[src/hw/rtl/msgpack_value_encoder_macros.svh]
// ============================================================================
// MessagePack value encoder assertion macros
// Concurrent assertion wrappers, empty in synthesis builds.
// ============================================================================
`ifndef MSGPACK_VALUE_ENCODER_MACROS_SVH
`define MSGPACK_VALUE_ENCODER_MACROS_SVH

`ifndef SYNTHESIS

`define MVE_ASSERT(label, clk, rst_n, prop, msg) \
    label: assert property (@(posedge clk) disable iff (!rst_n) prop) else $error(msg);

`define MVE_NEVER(label, clk, rst_n, expr, msg) \
    `MVE_ASSERT(label, clk, rst_n, !(expr), msg)

`else

`define MVE_ASSERT(label, clk, rst_n, prop, msg)

`define MVE_NEVER(label, clk, rst_n, expr, msg)

`endif

`endif

[src/hw/rtl/mve_pkg.sv]
// ============================================================================
// MessagePack value encoder package
// Operation codes, format bytes and the front-to-back command type.
// ============================================================================
package mve_pkg;

    localparam logic [2:0] OP_NIL     = 3'd0;
    localparam logic [2:0] OP_BOOL    = 3'd1;
    localparam logic [2:0] OP_INT     = 3'd2;
    localparam logic [2:0] OP_DOUBLE  = 3'd3;
    localparam logic [2:0] OP_BIN     = 3'd4;
    localparam logic [2:0] OP_ARRAY   = 3'd5;
    localparam logic [2:0] OP_PAYLOAD = 3'd6;

    localparam logic [7:0] FMT_NIL      = 8'hC0;
    localparam logic [7:0] FMT_FALSE    = 8'hC2;
    localparam logic [7:0] FMT_TRUE     = 8'hC3;
    localparam logic [7:0] FMT_BIN8     = 8'hC4;
    localparam logic [7:0] FMT_BIN16    = 8'hC5;
    localparam logic [7:0] FMT_BIN32    = 8'hC6;
    localparam logic [7:0] FMT_FLOAT64  = 8'hCB;
    localparam logic [7:0] FMT_UINT8    = 8'hCC;
    localparam logic [7:0] FMT_UINT16   = 8'hCD;
    localparam logic [7:0] FMT_UINT32   = 8'hCE;
    localparam logic [7:0] FMT_INT8     = 8'hD0;
    localparam logic [7:0] FMT_INT64    = 8'hD3;
    localparam logic [7:0] FMT_FIXARRAY = 8'h90;
    localparam logic [7:0] FMT_ARRAY16  = 8'hDC;
    localparam logic [7:0] FMT_ARRAY32  = 8'hDD;

    localparam logic [3:0] NB_0 = 4'd0;
    localparam logic [3:0] NB_1 = 4'd1;
    localparam logic [3:0] NB_2 = 4'd2;
    localparam logic [3:0] NB_4 = 4'd4;
    localparam logic [3:0] NB_8 = 4'd8;

    // tag byte, then nbytes bytes taken from the top of data
    typedef struct packed {
        logic [7:0]  tag;
        logic [63:0] data;
        logic [3:0]  nbytes;
    } t_cmd;

endpackage

[src/hw/rtl/mve_cmd_fifo.sv]
// ============================================================================
// MessagePack value encoder command queue
// Small register queue between the classifier and the byte serializer.
// ============================================================================
module mve_cmd_fifo #(
    parameter int DEPTH = 4
) (
    input  logic          i_clk,
    input  logic          i_rst_n,
    input  logic          i_push,
    input  mve_pkg::t_cmd i_cmd,
    output logic          o_full,
    input  logic          i_pop,
    output mve_pkg::t_cmd o_cmd,
    output logic          o_empty
);

    localparam int AW = (DEPTH > 1) ? $clog2(DEPTH) : 1;
    localparam int CW = $clog2(DEPTH + 1);

    mve_pkg::t_cmd r_mem [DEPTH];
    logic [AW-1:0] r_wr_ptr, n_wr_ptr;
    logic [AW-1:0] r_rd_ptr, n_rd_ptr;
    logic [CW-1:0] r_count, n_count;

    assign o_full  = (r_count == CW'(DEPTH));
    assign o_empty = (r_count == '0);
    assign o_cmd   = r_mem[r_rd_ptr];

    always_comb begin
        n_wr_ptr = r_wr_ptr;
        n_rd_ptr = r_rd_ptr;
        n_count  = r_count;
        if (i_push) begin
            n_wr_ptr = (r_wr_ptr == AW'(DEPTH - 1)) ? '0 : r_wr_ptr + 1'b1;
        end
        if (i_pop) begin
            n_rd_ptr = (r_rd_ptr == AW'(DEPTH - 1)) ? '0 : r_rd_ptr + 1'b1;
        end
        if (i_push && !i_pop) begin
            n_count = r_count + 1'b1;
        end else if (!i_push && i_pop) begin
            n_count = r_count - 1'b1;
        end
    end

    always_ff @(posedge i_clk) begin
        if (!i_rst_n) begin
            r_wr_ptr <= '0;
            r_rd_ptr <= '0;
            r_count  <= '0;
        end else begin
            r_wr_ptr <= n_wr_ptr;
            r_rd_ptr <= n_rd_ptr;
            r_count  <= n_count;
        end
    end

    always_ff @(posedge i_clk) begin
        if (i_push) begin
            r_mem[r_wr_ptr] <= i_cmd;
        end
    end

`include "msgpack_value_encoder_macros.svh"

    `MVE_NEVER(a_fifo_overflow, i_clk, i_rst_n, i_push && o_full && !i_pop, "push into full queue")
    `MVE_NEVER(a_fifo_underflow, i_clk, i_rst_n, i_pop && o_empty, "pop from empty queue")

endmodule

[src/hw/rtl/mve_classify.sv]
// ============================================================================
// MessagePack value encoder classifier
// Accepts requests and picks the format byte and payload width for each.
// ============================================================================
module mve_classify (
    input  logic          i_valid,
    output logic          o_ready,
    input  logic [2:0]    i_operation,
    input  logic [63:0]   i_value,
    input  logic [31:0]   i_length,
    input  logic [7:0]    i_data_byte,
    input  logic          i_full,
    output logic          o_push,
    output mve_pkg::t_cmd o_cmd
);

    logic        keep;
    logic [7:0]  tag;
    logic [3:0]  nbytes;
    logic [63:0] src;
    logic [63:0] len64;

    assign len64 = {32'd0, i_length};

    always_comb begin
        keep   = 1'b1;
        tag    = mve_pkg::FMT_NIL;
        nbytes = mve_pkg::NB_0;
        src    = i_value;
        unique case (i_operation)
            mve_pkg::OP_NIL: begin
                tag = mve_pkg::FMT_NIL;
            end
            mve_pkg::OP_BOOL: begin
                tag = i_value[0] ? mve_pkg::FMT_TRUE : mve_pkg::FMT_FALSE;
            end
            mve_pkg::OP_INT: begin
                if (!i_value[63]) begin
                    if (i_value[63:7] == '0) begin
                        tag = i_value[7:0];
                    end else if (i_value[63:8] == '0) begin
                        tag    = mve_pkg::FMT_UINT8;
                        nbytes = mve_pkg::NB_1;
                    end else if (i_value[63:16] == '0) begin
                        tag    = mve_pkg::FMT_UINT16;
                        nbytes = mve_pkg::NB_2;
                    end else if (i_value[63:32] == '0) begin
                        tag    = mve_pkg::FMT_UINT32;
                        nbytes = mve_pkg::NB_4;
                    end else begin
                        tag    = mve_pkg::FMT_INT64;
                        nbytes = mve_pkg::NB_8;
                    end
                end else begin
                    if (&i_value[63:5]) begin
                        tag = i_value[7:0];
                    end else if (&i_value[63:7]) begin
                        tag    = mve_pkg::FMT_INT8;
                        nbytes = mve_pkg::NB_1;
                    end else begin
                        tag    = mve_pkg::FMT_INT64;
                        nbytes = mve_pkg::NB_8;
                    end
                end
            end
            mve_pkg::OP_DOUBLE: begin
                tag    = mve_pkg::FMT_FLOAT64;
                nbytes = mve_pkg::NB_8;
            end
            mve_pkg::OP_BIN: begin
                src = len64;
                if (i_length[31:8] == '0) begin
                    tag    = mve_pkg::FMT_BIN8;
                    nbytes = mve_pkg::NB_1;
                end else if (i_length[31:16] == '0) begin
                    tag    = mve_pkg::FMT_BIN16;
                    nbytes = mve_pkg::NB_2;
                end else begin
                    tag    = mve_pkg::FMT_BIN32;
                    nbytes = mve_pkg::NB_4;
                end
            end
            mve_pkg::OP_ARRAY: begin
                src = len64;
                if (i_length[31:4] == '0) begin
                    tag = mve_pkg::FMT_FIXARRAY | {4'd0, i_length[3:0]};
                end else if (i_length[31:16] == '0) begin
                    tag    = mve_pkg::FMT_ARRAY16;
                    nbytes = mve_pkg::NB_2;
                end else begin
                    tag    = mve_pkg::FMT_ARRAY32;
                    nbytes = mve_pkg::NB_4;
                end
            end
            mve_pkg::OP_PAYLOAD: begin
                tag = i_data_byte;
            end
            default: begin
                keep = 1'b0;
            end
        endcase
    end

    // left-align the payload so the serializer always takes the top byte
    always_comb begin
        o_cmd.tag    = tag;
        o_cmd.nbytes = nbytes;
        unique case (nbytes)
            mve_pkg::NB_1: o_cmd.data = {src[7:0], 56'd0};
            mve_pkg::NB_2: o_cmd.data = {src[15:0], 48'd0};
            mve_pkg::NB_4: o_cmd.data = {src[31:0], 32'd0};
            mve_pkg::NB_8: o_cmd.data = src;
            default:       o_cmd.data = '0;
        endcase
    end

    assign o_ready = !i_full;
    assign o_push  = i_valid && !i_full && keep;

endmodule

[src/hw/rtl/mve_serializer.sv]
// ============================================================================
// MessagePack value encoder serializer
// Emits format byte and payload bytes, one per cycle while the output is ready, with a last mark.
// ============================================================================
module mve_serializer (
    input  logic          i_clk,
    input  logic          i_rst_n,
    input  logic          i_empty,
    input  mve_pkg::t_cmd i_cmd,
    output logic          o_pop,
    output logic          o_valid,
    input  logic          i_ready,
    output logic [7:0]    o_byte,
    output logic          o_last
);

    logic        r_busy, n_busy;
    logic [3:0]  r_cnt, n_cnt;
    logic [63:0] r_shift, n_shift;
    logic        r_out_valid, n_out_valid;
    logic [7:0]  r_out_byte, n_out_byte;
    logic        r_out_last, n_out_last;
    logic        advance;

    assign advance = !r_out_valid || i_ready;

    always_comb begin
        n_busy      = r_busy;
        n_cnt       = r_cnt;
        n_shift     = r_shift;
        n_out_valid = r_out_valid;
        n_out_byte  = r_out_byte;
        n_out_last  = r_out_last;
        o_pop       = 1'b0;
        if (advance) begin
            if (r_busy) begin
                n_out_valid = 1'b1;
                n_out_byte  = r_shift[63:56];
                n_out_last  = (r_cnt == 4'd1);
                n_shift     = {r_shift[55:0], 8'd0};
                n_cnt       = r_cnt - 4'd1;
                n_busy      = (r_cnt != 4'd1);
            end else if (!i_empty) begin
                o_pop       = 1'b1;
                n_out_valid = 1'b1;
                n_out_byte  = i_cmd.tag;
                n_out_last  = (i_cmd.nbytes == mve_pkg::NB_0);
                n_shift     = i_cmd.data;
                n_cnt       = i_cmd.nbytes;
                n_busy      = (i_cmd.nbytes != mve_pkg::NB_0);
            end else begin
                n_out_valid = 1'b0;
            end
        end
    end

    always_ff @(posedge i_clk) begin
        if (!i_rst_n) begin
            r_busy      <= 1'b0;
            r_cnt       <= '0;
            r_out_valid <= 1'b0;
        end else begin
            r_busy      <= n_busy;
            r_cnt       <= n_cnt;
            r_out_valid <= n_out_valid;
        end
    end

    always_ff @(posedge i_clk) begin
        r_shift    <= n_shift;
        r_out_byte <= n_out_byte;
        r_out_last <= n_out_last;
    end

    assign o_valid = r_out_valid;
    assign o_byte  = r_out_byte;
    assign o_last  = r_out_last;

`include "msgpack_value_encoder_macros.svh"

    `MVE_ASSERT(a_busy_has_bytes, i_clk, i_rst_n, r_busy |-> (r_cnt != 4'd0), "busy with no bytes left")
    `MVE_ASSERT(a_mid_item_busy, i_clk, i_rst_n, (r_out_valid && !r_out_last) |-> r_busy, "item ended without last")
    `MVE_NEVER(a_pop_while_busy, i_clk, i_rst_n, o_pop && r_busy, "new request taken mid item")

endmodule

[src/hw/rtl/msgpack_value_encoder.sv]
// ============================================================================
// MessagePack value encoder
// Encodes one value request into its MessagePack byte stream.
// ============================================================================
// Each accepted request yields 1 to 9 output bytes (format byte first, then
// the payload most significant byte first), the final one flagged by o_last;
// an unused operation code is accepted and yields nothing. The output runs
// at one byte per cycle while i_out_ready is high, and a request holds at
// most 9 bytes, for a 64-bit integer or a double. Requests are classified
// on entry and held in a QUEUE_DEPTH deep command queue, so input is taken
// every cycle while the queue has room, independent of output stalls.
module msgpack_value_encoder #(
    parameter int QUEUE_DEPTH = 4
) (
    input  logic        i_clk,
    input  logic        i_rst_n,
    input  logic        i_in_valid,
    output logic        o_in_ready,
    input  logic [2:0]  i_operation,
    input  logic [63:0] i_value,
    input  logic [31:0] i_length,
    input  logic [7:0]  i_data_byte,
    output logic        o_out_valid,
    input  logic        i_out_ready,
    output logic [7:0]  o_out_byte,
    output logic        o_last
);

    mve_pkg::t_cmd push_cmd;
    mve_pkg::t_cmd head_cmd;
    logic          push;
    logic          pop;
    logic          full;
    logic          empty;

    mve_classify u_classify (
        .i_valid     (i_in_valid),
        .o_ready     (o_in_ready),
        .i_operation (i_operation),
        .i_value     (i_value),
        .i_length    (i_length),
        .i_data_byte (i_data_byte),
        .i_full      (full),
        .o_push      (push),
        .o_cmd       (push_cmd)
    );

    mve_cmd_fifo #(
        .DEPTH (QUEUE_DEPTH)
    ) u_cmd_fifo (
        .i_clk   (i_clk),
        .i_rst_n (i_rst_n),
        .i_push  (push),
        .i_cmd   (push_cmd),
        .o_full  (full),
        .i_pop   (pop),
        .o_cmd   (head_cmd),
        .o_empty (empty)
    );

    mve_serializer u_serializer (
        .i_clk   (i_clk),
        .i_rst_n (i_rst_n),
        .i_empty (empty),
        .i_cmd   (head_cmd),
        .o_pop   (pop),
        .o_valid (o_out_valid),
        .i_ready (i_out_ready),
        .o_byte  (o_out_byte),
        .o_last  (o_last)
    );

endmodule

[config.mk]
export PLATFORM = sky130hd
export DESIGN_NAME = msgpack_value_encoder
export DESIGN_NICKNAME = d
export VERILOG_FILES = /design/src/hw/rtl/mve_pkg.sv /design/src/hw/rtl/mve_cmd_fifo.sv /design/src/hw/rtl/mve_classify.sv /design/src/hw/rtl/mve_serializer.sv /design/src/hw/rtl/msgpack_value_encoder.sv
export VERILOG_INCLUDE_DIRS = /design/src /design/src/hw/rtl
export SDC_FILE = /design/constraint.sdc
export NUM_CORES = 1
export LEC_CHECK = 0
export BUFFER_PORTS_ARGS = -buffer_cell sky130_fd_sc_hd__buf_4
export CAP_MARGIN = 20
export CORE_AREA = 2 2 170 172
export CTS_CLUSTER_SIZE = 28
export DETAILED_ROUTE_END_ITERATION = 16
export DIE_AREA = 0 0 172 174
export MAX_ROUTING_LAYER = met4
export PLACE_DENSITY = 0.91
export SLEW_MARGIN = 20
export SYNTH_ARGS = -nofsm -noshare
export SYNTH_HDL_FRONTEND = slang
export SYNTH_SLANG_ARGS = --single-unit
[constraint.sdc]
create_clock -name i_clk -period 6 [get_ports i_clk]
set_input_delay 1.8 -clock i_clk [delete_from_list [all_inputs] [get_ports i_clk]]
set_output_delay 1.8 -clock i_clk [all_outputs]
set_load 0.01 [all_outputs]
Yosys cells after proc, flatten, opt, wreduce, memory -nomap -nowiden
Memory sizes are Yosys's and may differ from the RTL's. A register that Yosys moved wholly into a read port is not among the register bits.
Index checks and enable logic that the tools add are counted.
{"block": "word_totals", "ff_bits": 86, "in_bits": 111, "memories": 1, "latch_bits": 0, "mem_bits_ro": 0, "ram_bits": 304}
{"block": "op_classes", "reduce_logical": 26, "mul": 0, "n_addsub": 5, "magnitude_cmp": 0, "shift": 0, "muxes": 49, "eq_ne": 16, "n_bitwise": 0, "n_div": 0}
{"memory": "u_cmd_fifo.r_mem", "words": 4, "word_bits": 76, "read_ports": 1, "rd_clocked_by_memory_dff": 1, "wr": 1, "line_no": "mve_cmd_fifo.sv:21", "source": "mve_pkg::t_cmd r_mem [DEPTH];"}
{"cell": "$pmux 64 s4", "count": 1}
{"cell": "$mux 64", "count": 3}
{"cell": "$mux 8", "count": 9}
{"cell": "$reduce_and 59->1", "count": 1}
{"cell": "$logic_not 57->1", "count": 1}
{"cell": "$reduce_and 57->1", "count": 1}
{"cell": "$logic_not 56->1", "count": 1}
{"cell": "$logic_not 48->1", "count": 1}
{"cell": "$pmux 8 s6", "count": 1}
{"cell": "$mux 4", "count": 11}
{"cell": "$logic_not 32->1", "count": 1}
{"cell": "$logic_not 28->1", "count": 1}
{"cell": "$logic_not 24->1", "count": 1}
{"cell": "$logic_not 16->1", "count": 1}
{"cell": "$pmux 4 s4", "count": 1}
{"cell": "$mux 1", "count": 13}
{"cell": "$eq 3x3->1 const B", "count": 4}
{"cell": "$mux 2", "count": 6}
{"cell": "$mux 3", "count": 3}
{"cell": "$eq 4x1->1 const B", "count": 2}
{"cell": "$reduce_or 7->1", "count": 1}
{"cell": "$eq 3x2->1 const B", "count": 2}
{"cell": "$logic_not 3->1", "count": 2}
{"cell": "$mux 5", "count": 1}
{"cell": "19 further kinds", "count": 27}

Depth between registers and ports, before layout
{"block": "depth", "depth_word": 9, "depth_mapped": 11}

Modules after synthesis
From an unflattened synthesis, not the netlist that was laid out.
{"block": "hier_totals", "hier_cells": 957, "hier_area_um2": 16803.6}
{"module": "mve_cmd_fifo", "instances": 1, "seq_area_each_um2": 9308.9, "cells_per_inst": 441, "area_per_inst_um2": 11468.5}
{"module": "mve_serializer", "instances": 1, "seq_area_each_um2": 2312.2, "cells_per_inst": 198, "area_per_inst_um2": 3372.0}
{"module": "mve_classify", "instances": 1, "seq_area_each_um2": 0.0, "cells_per_inst": 318, "area_per_inst_um2": 1963.1}

Least setup slack after synthesis
Ideal clock, no wire load.
{"block": "synth_path", "path_type": "input port to flip-flop", "start": "input i_operation[1]", "end": "memory u_cmd_fifo.r_mem[1][0] (netlist name) (enable)", "stages": 6, "path_buffers": 2, "slack_ns": 0.854, "setup_ns": 0.443, "t_arrival_ns": 4.703, "path_cell_list": "buf_2 -> inv_1 -> ha_1 -> clkbuf_2 -> a21oi_1 -> and2_1"}
{"block": "synth_via", "elab_chain_cells": 6, "elab_cells_between_ends": 12, "classes_between": "eq/ne (6); mux (3); reduce/logical (3)"}
{"item": "start: declaration", "line_no": "msgpack_value_encoder.sv:19", "source": "input logic [2:0] i_operation,"}
{"item": "$eq 3x1->1 (tied with other cells)", "line_no": "mve_classify.sv:30", "source": "unique case (i_operation)"}
{"item": "$reduce_or 7->1 (no line) (*)"}
{"item": "$mux 1 (*)", "line_no": "mve_classify.sv:30"}
{"item": "$logic_and 1x1->1 (*)", "line_no": "mve_classify.sv:118", "source": "assign o_push = i_valid && !i_full && keep;"}
{"item": "via push", "line_no": "msgpack_value_encoder.sv:31", "source": "logic push;"}
{"item": "$mux 1 (*)", "line_no": "mve_cmd_fifo.sv:60", "source": "if (i_push) begin"}
{"item": "$mux 1 (implied by the code) (*)", "line_no": "mve_cmd_fifo.sv:61", "source": "r_mem[r_wr_ptr] <= i_cmd;"}
{"item": "end: declaration", "line_no": "mve_cmd_fifo.sv:21"}
Mark *: on every way through the listed nets, which the timed path passes. The rest lies on a longest branch.

Worst setup path after layout
{"block": "layout_path", "start": "input i_operation[1]", "end": "register u_cmd_fifo.r_count[2]"}
{"block": "layout_via", "elab_chain_cells": 7, "elab_cells_between_ends": 15, "classes_between": "eq/ne (6); mux (2); reduce/logical (7)"}
{"item": "$eq 3x1->1 (tied with other cells)", "line_no": "mve_classify.sv:30"}
{"item": "$reduce_or 7->1 (no line) (*)"}
{"item": "$mux 1 (*)", "line_no": "mve_classify.sv:30"}
{"item": "$logic_and 1x1->1 (*)", "line_no": "mve_classify.sv:118"}
{"item": "via push", "line_no": "msgpack_value_encoder.sv:31"}
{"item": "$logic_not 1->1", "line_no": "mve_cmd_fifo.sv:42", "source": "end else if (!i_push && i_pop) begin"}
{"item": "$logic_and 1x1->1", "line_no": "mve_cmd_fifo.sv:42"}
{"item": "$reduce_bool 2->1 (no line)"}
{"item": "end signal: assignment", "line_no": "mve_cmd_fifo.sv:55", "source": "r_count <= n_count;"}
{"item": "end: declaration", "line_no": "mve_cmd_fifo.sv:24", "source": "logic [CW-1:0] r_count, n_count;"}
Marked as above.
A chain may end at the register's enable or synchronous reset.

==> flow_metrics.py <==
metrics = {
    "run_status": {
        "status": "completed",
    },
    "critical_path": {
        "worstSetupPathType": "primary input to flop",
        "end_kind": "flop",
        "reg2reg_depth": 10,
        "r2r-start": "u_cmd_fifo.r_count[0]$_SDFFE_PN0P_",
        "crit_arrival_ns": 4.71,
        "path_max_fanout": 9,
        "worstPathRequired_ns": 6.43,
        "ff2ff_setup_slack_ns": 2.91,
        "startpoint_type": "primary input",
        "rr_endpoint": "u_cmd_fifo.r_count[2]$_SDFFE_PN0P_",
    },
    "route": {
        "antenna_left": 0,
        "drt_pre_antenna_iters": 7,
        "drc": 0,
        "drt_iter0_drc": 1658,
        "drt-total-wl_um": 44770,
        "drt-vias-per-instance": 6.700,
        "vias": 10860,
        "wl_per_cell_um": 27.62,
    },
    "logic_synthesis": {
        "syn-instance-count": 1088,
        "synth_top_flop_cell": "edfxtp_1",
        "yosysUniqueCellTypes": 68,
        "synth-async-reset-ratio": 0,
        "synth_warnings": 0,
        "synth_area_sq_um": 16680,
        "ys_ff_latch": 392,
        "synth_seq_area_share": 0.6966,
        "synth_edf_count": 377,
        "syn_nets": 1209,
        "synth.avg_cell_area_sq_um": 15.33,
    },
    "hold_path": {
        "holdCritStartpoint": "u_serializer.r_shift[49]$_DFFE_PP_",
        "hold_path_depth": 2,
        "whs_endpoint": "u_serializer.r_shift[57]$_DFFE_PP_",
        "hp-class": "flop to flop",
    },
    "floorplanning": {
        "dieArea_sq_um": 29930,
        "io_pins": 122,
        "core_region_area_sq_um": 28240,
        "die_x_um": 172,
        "start_util": 0.5908,
        "fp.dieH_um": 174,
        "rows": 62,
    },
    "timing": {
        "worst_clock_skew_ns": 0.009850,
        "rsz0062_at_grt": "no",
        "finalCritPeriodShare": 0.7121,
        "setup_violations": 0,
        "slew_viol_final": 0,
        "finalSetupTns_ns": 0,
        "period_minus_slack_ns": 4.272,
        "layout_setup_ws_ns": 1.728,
        "hold_violations": 0,
        "slew_headroom": 0.2899,
        "fmax_ghz": 0.2341,
        "worst_pin_slew_ns": 1.065,
    },
    "clock_network": {
        "cts_resized": 0,
        "clockBufferDepth": 3,
        "cts_tree": "yes",
        "cts.root.buffer_cell": "clkbuf_16",
        "cts_setup_buffers": 0,
        "cts.clk_slew.worst_paths_ns": 0.07,
        "cts.sinks": 392,
        "cts_buffers": 36,
        "htree_num_levels": 2,
        "cts_hold_buffers": 0,
        "clock_latency_ns": 0.51,
    },
    "run": {
        "maxCapViolations": 0,
    },
    "layout": {
        "layout_commonest_cell": "edfxtp_1",
        "mostFrequentLayoutCells": "edfxtp_1 (377), nand2_1 (230), buf_4 (140)",
        "instances_no_fill": 1621,
        "fill_cells": 1772,
        "finalNetCount": 1335,
        "drive_gt1_frac": 0.2381,
        "area_delta_synth_final_pct": 14.62,
    },
    "grt": {
        "grt_overflow": 0,
        "grt_pass1_wl_um": 66340,
        "grt_max_degree": 53,
        "grt_pass1_vias": 10930,
        "track_usage": 0.3142,
        "antenna_found_initial": 1,
    },
    "place": {
        "hpwl_um": 29130,
        "place_ws_ns": 1.342,
        "dp.cells": 1560,
        "port_buffers": 121,
        "gp_congestion": 0.9042,
    },
    "pwr": {
        "power_density_nw_per_um2": 425.3,
        "p_leak_nw": 6.786,
        "vdd.ir_drop.worst_mv": 0.2282,
    },
}
worst max-delay path, stage by stage:
cell      delay [ns]
buf_4           0.14
inv_1           0.15
ha_2            0.36
a21oi_1         0.71
ha_1            0.32
inv_1           0.09
fa_1            0.42
xor2_1          0.19
or3_1           0.31
a21boi_0        0.20
per-stage QoR:
step                  util  area (sq um)  total power, mW  hold slack (ns)
floorplan                -         16680            5.287           0.4810
global placement    0.6388         18040            5.837           0.4826
detailed placement  0.6388         18040            5.949           0.4970
CTS                 0.6771         19120            8.113           0.5103
global route        0.6772         19120            8.424           0.5367
finish              0.6772         19120            8.134           0.5162
final cells by class:
class	count	area (sq um)	area share
inverter	24	91.34	0.004776
tap	384	480.5	0.02512
clock buffer	44	962.2	0.05031
clock inverter	15	117.6	0.006150
timing repair buffer	141	1071	0.05601
antenna	2	5.005	0.0002617
multi-input combinational	619	4766	0.2492
sequential	392	11630	0.6082
cell families (layout without fill, tap and decap cells):
logic type	count (synthesis)	count (layout)	synth area share
flip-flops	392	392	0.6966
AND/OR/NAND/NOR	395	395	0.1085
other	0	2	0
XOR/XNOR	2	2	0.001050
multiplexers	112	112	0.1242
AO/OA/AOI/OAI	100	100	0.04297
adder cells (fa/ha/maj)	10	10	0.007950
buffers and inverters	77	224	0.01875
power breakdown:
part	total, mW	switching, mW	leakage, nW	internal [mW]
sequential	4.00	0.332	3.68	3.67
combinational	1.97	1.14	2.57	0.827
clock	2.16	0.944	0.535	1.22
metal layers:
layer / track usage / up-vias / routed length [um]
met5: - / - / 0
met4: 0.1254 / 0 / 2306
met3: 0.09221 / 202 / 6054
met2: 0.4858 / 952 / 21030
met1: 0.3943 / 5275 / 15380
li1: - / 4432 / -
how the worst max path moves through the flow:
stage | from | endpoint | slack [ns] | depth (start not counted)
after CTS | i_operation[1] | u_cmd_fifo.r_count[2]$_SDFFE_PN0P_ | 1.76 | 10
final | i_operation[1] | u_cmd_fifo.r_count[2]$_SDFFE_PN0P_ | 1.73 | 10
after detailed placement | i_operation[1] | u_cmd_fifo.r_count[2]$_SDFFE_PN0P_ | 1.34 | 10
after floorplan | i_operation[1] | u_cmd_fifo.r_mem[1][0]$_DFFE_PP_ | 0.85 | 6
after global placement | i_operation[1] | u_cmd_fifo.r_count[2]$_SDFFE_PN0P_ | 1.48 | 10
after global routing | i_operation[1] | u_cmd_fifo.r_count[2]$_SDFFE_PN0P_ | 1.61 | 10
sequential cells by signal, summed over array words and instances, names as in the netlist, named ones only:
signal and cells:
u_serializer.o_last 1, u_serializer.r_cnt 4, u_serializer.o_valid 1, u_cmd_fifo.r_rd_ptr 2, u_serializer.o_byte 8, u_cmd_fifo.r_count 3
u_serializer.r_busy 1, u_cmd_fifo.r_wr_ptr 2, u_serializer.r_shift 64, u_cmd_fifo.r_mem 304
synth_stat cells (15+ instances only):
library cell | count | area [sq um]
edfxtp_1 | 377 | 11320
nand2_1 | 230 | 863.3
mux4_2 | 76 | 1712
nor2_1 | 49 | 183.9
mux2i_1 | 36 | 360.4
clkbuf_1 | 35 | 131.4
o21ai_0 | 32 | 160.2
nor4_1 | 23 | 143.9
inv_1 | 21 | 78.83
and2_1 | 19 | 118.9
nand4_1 | 18 | 112.6
dfxtp_1 | 15 | 300.3
Power figures use the tool's default switching activity.
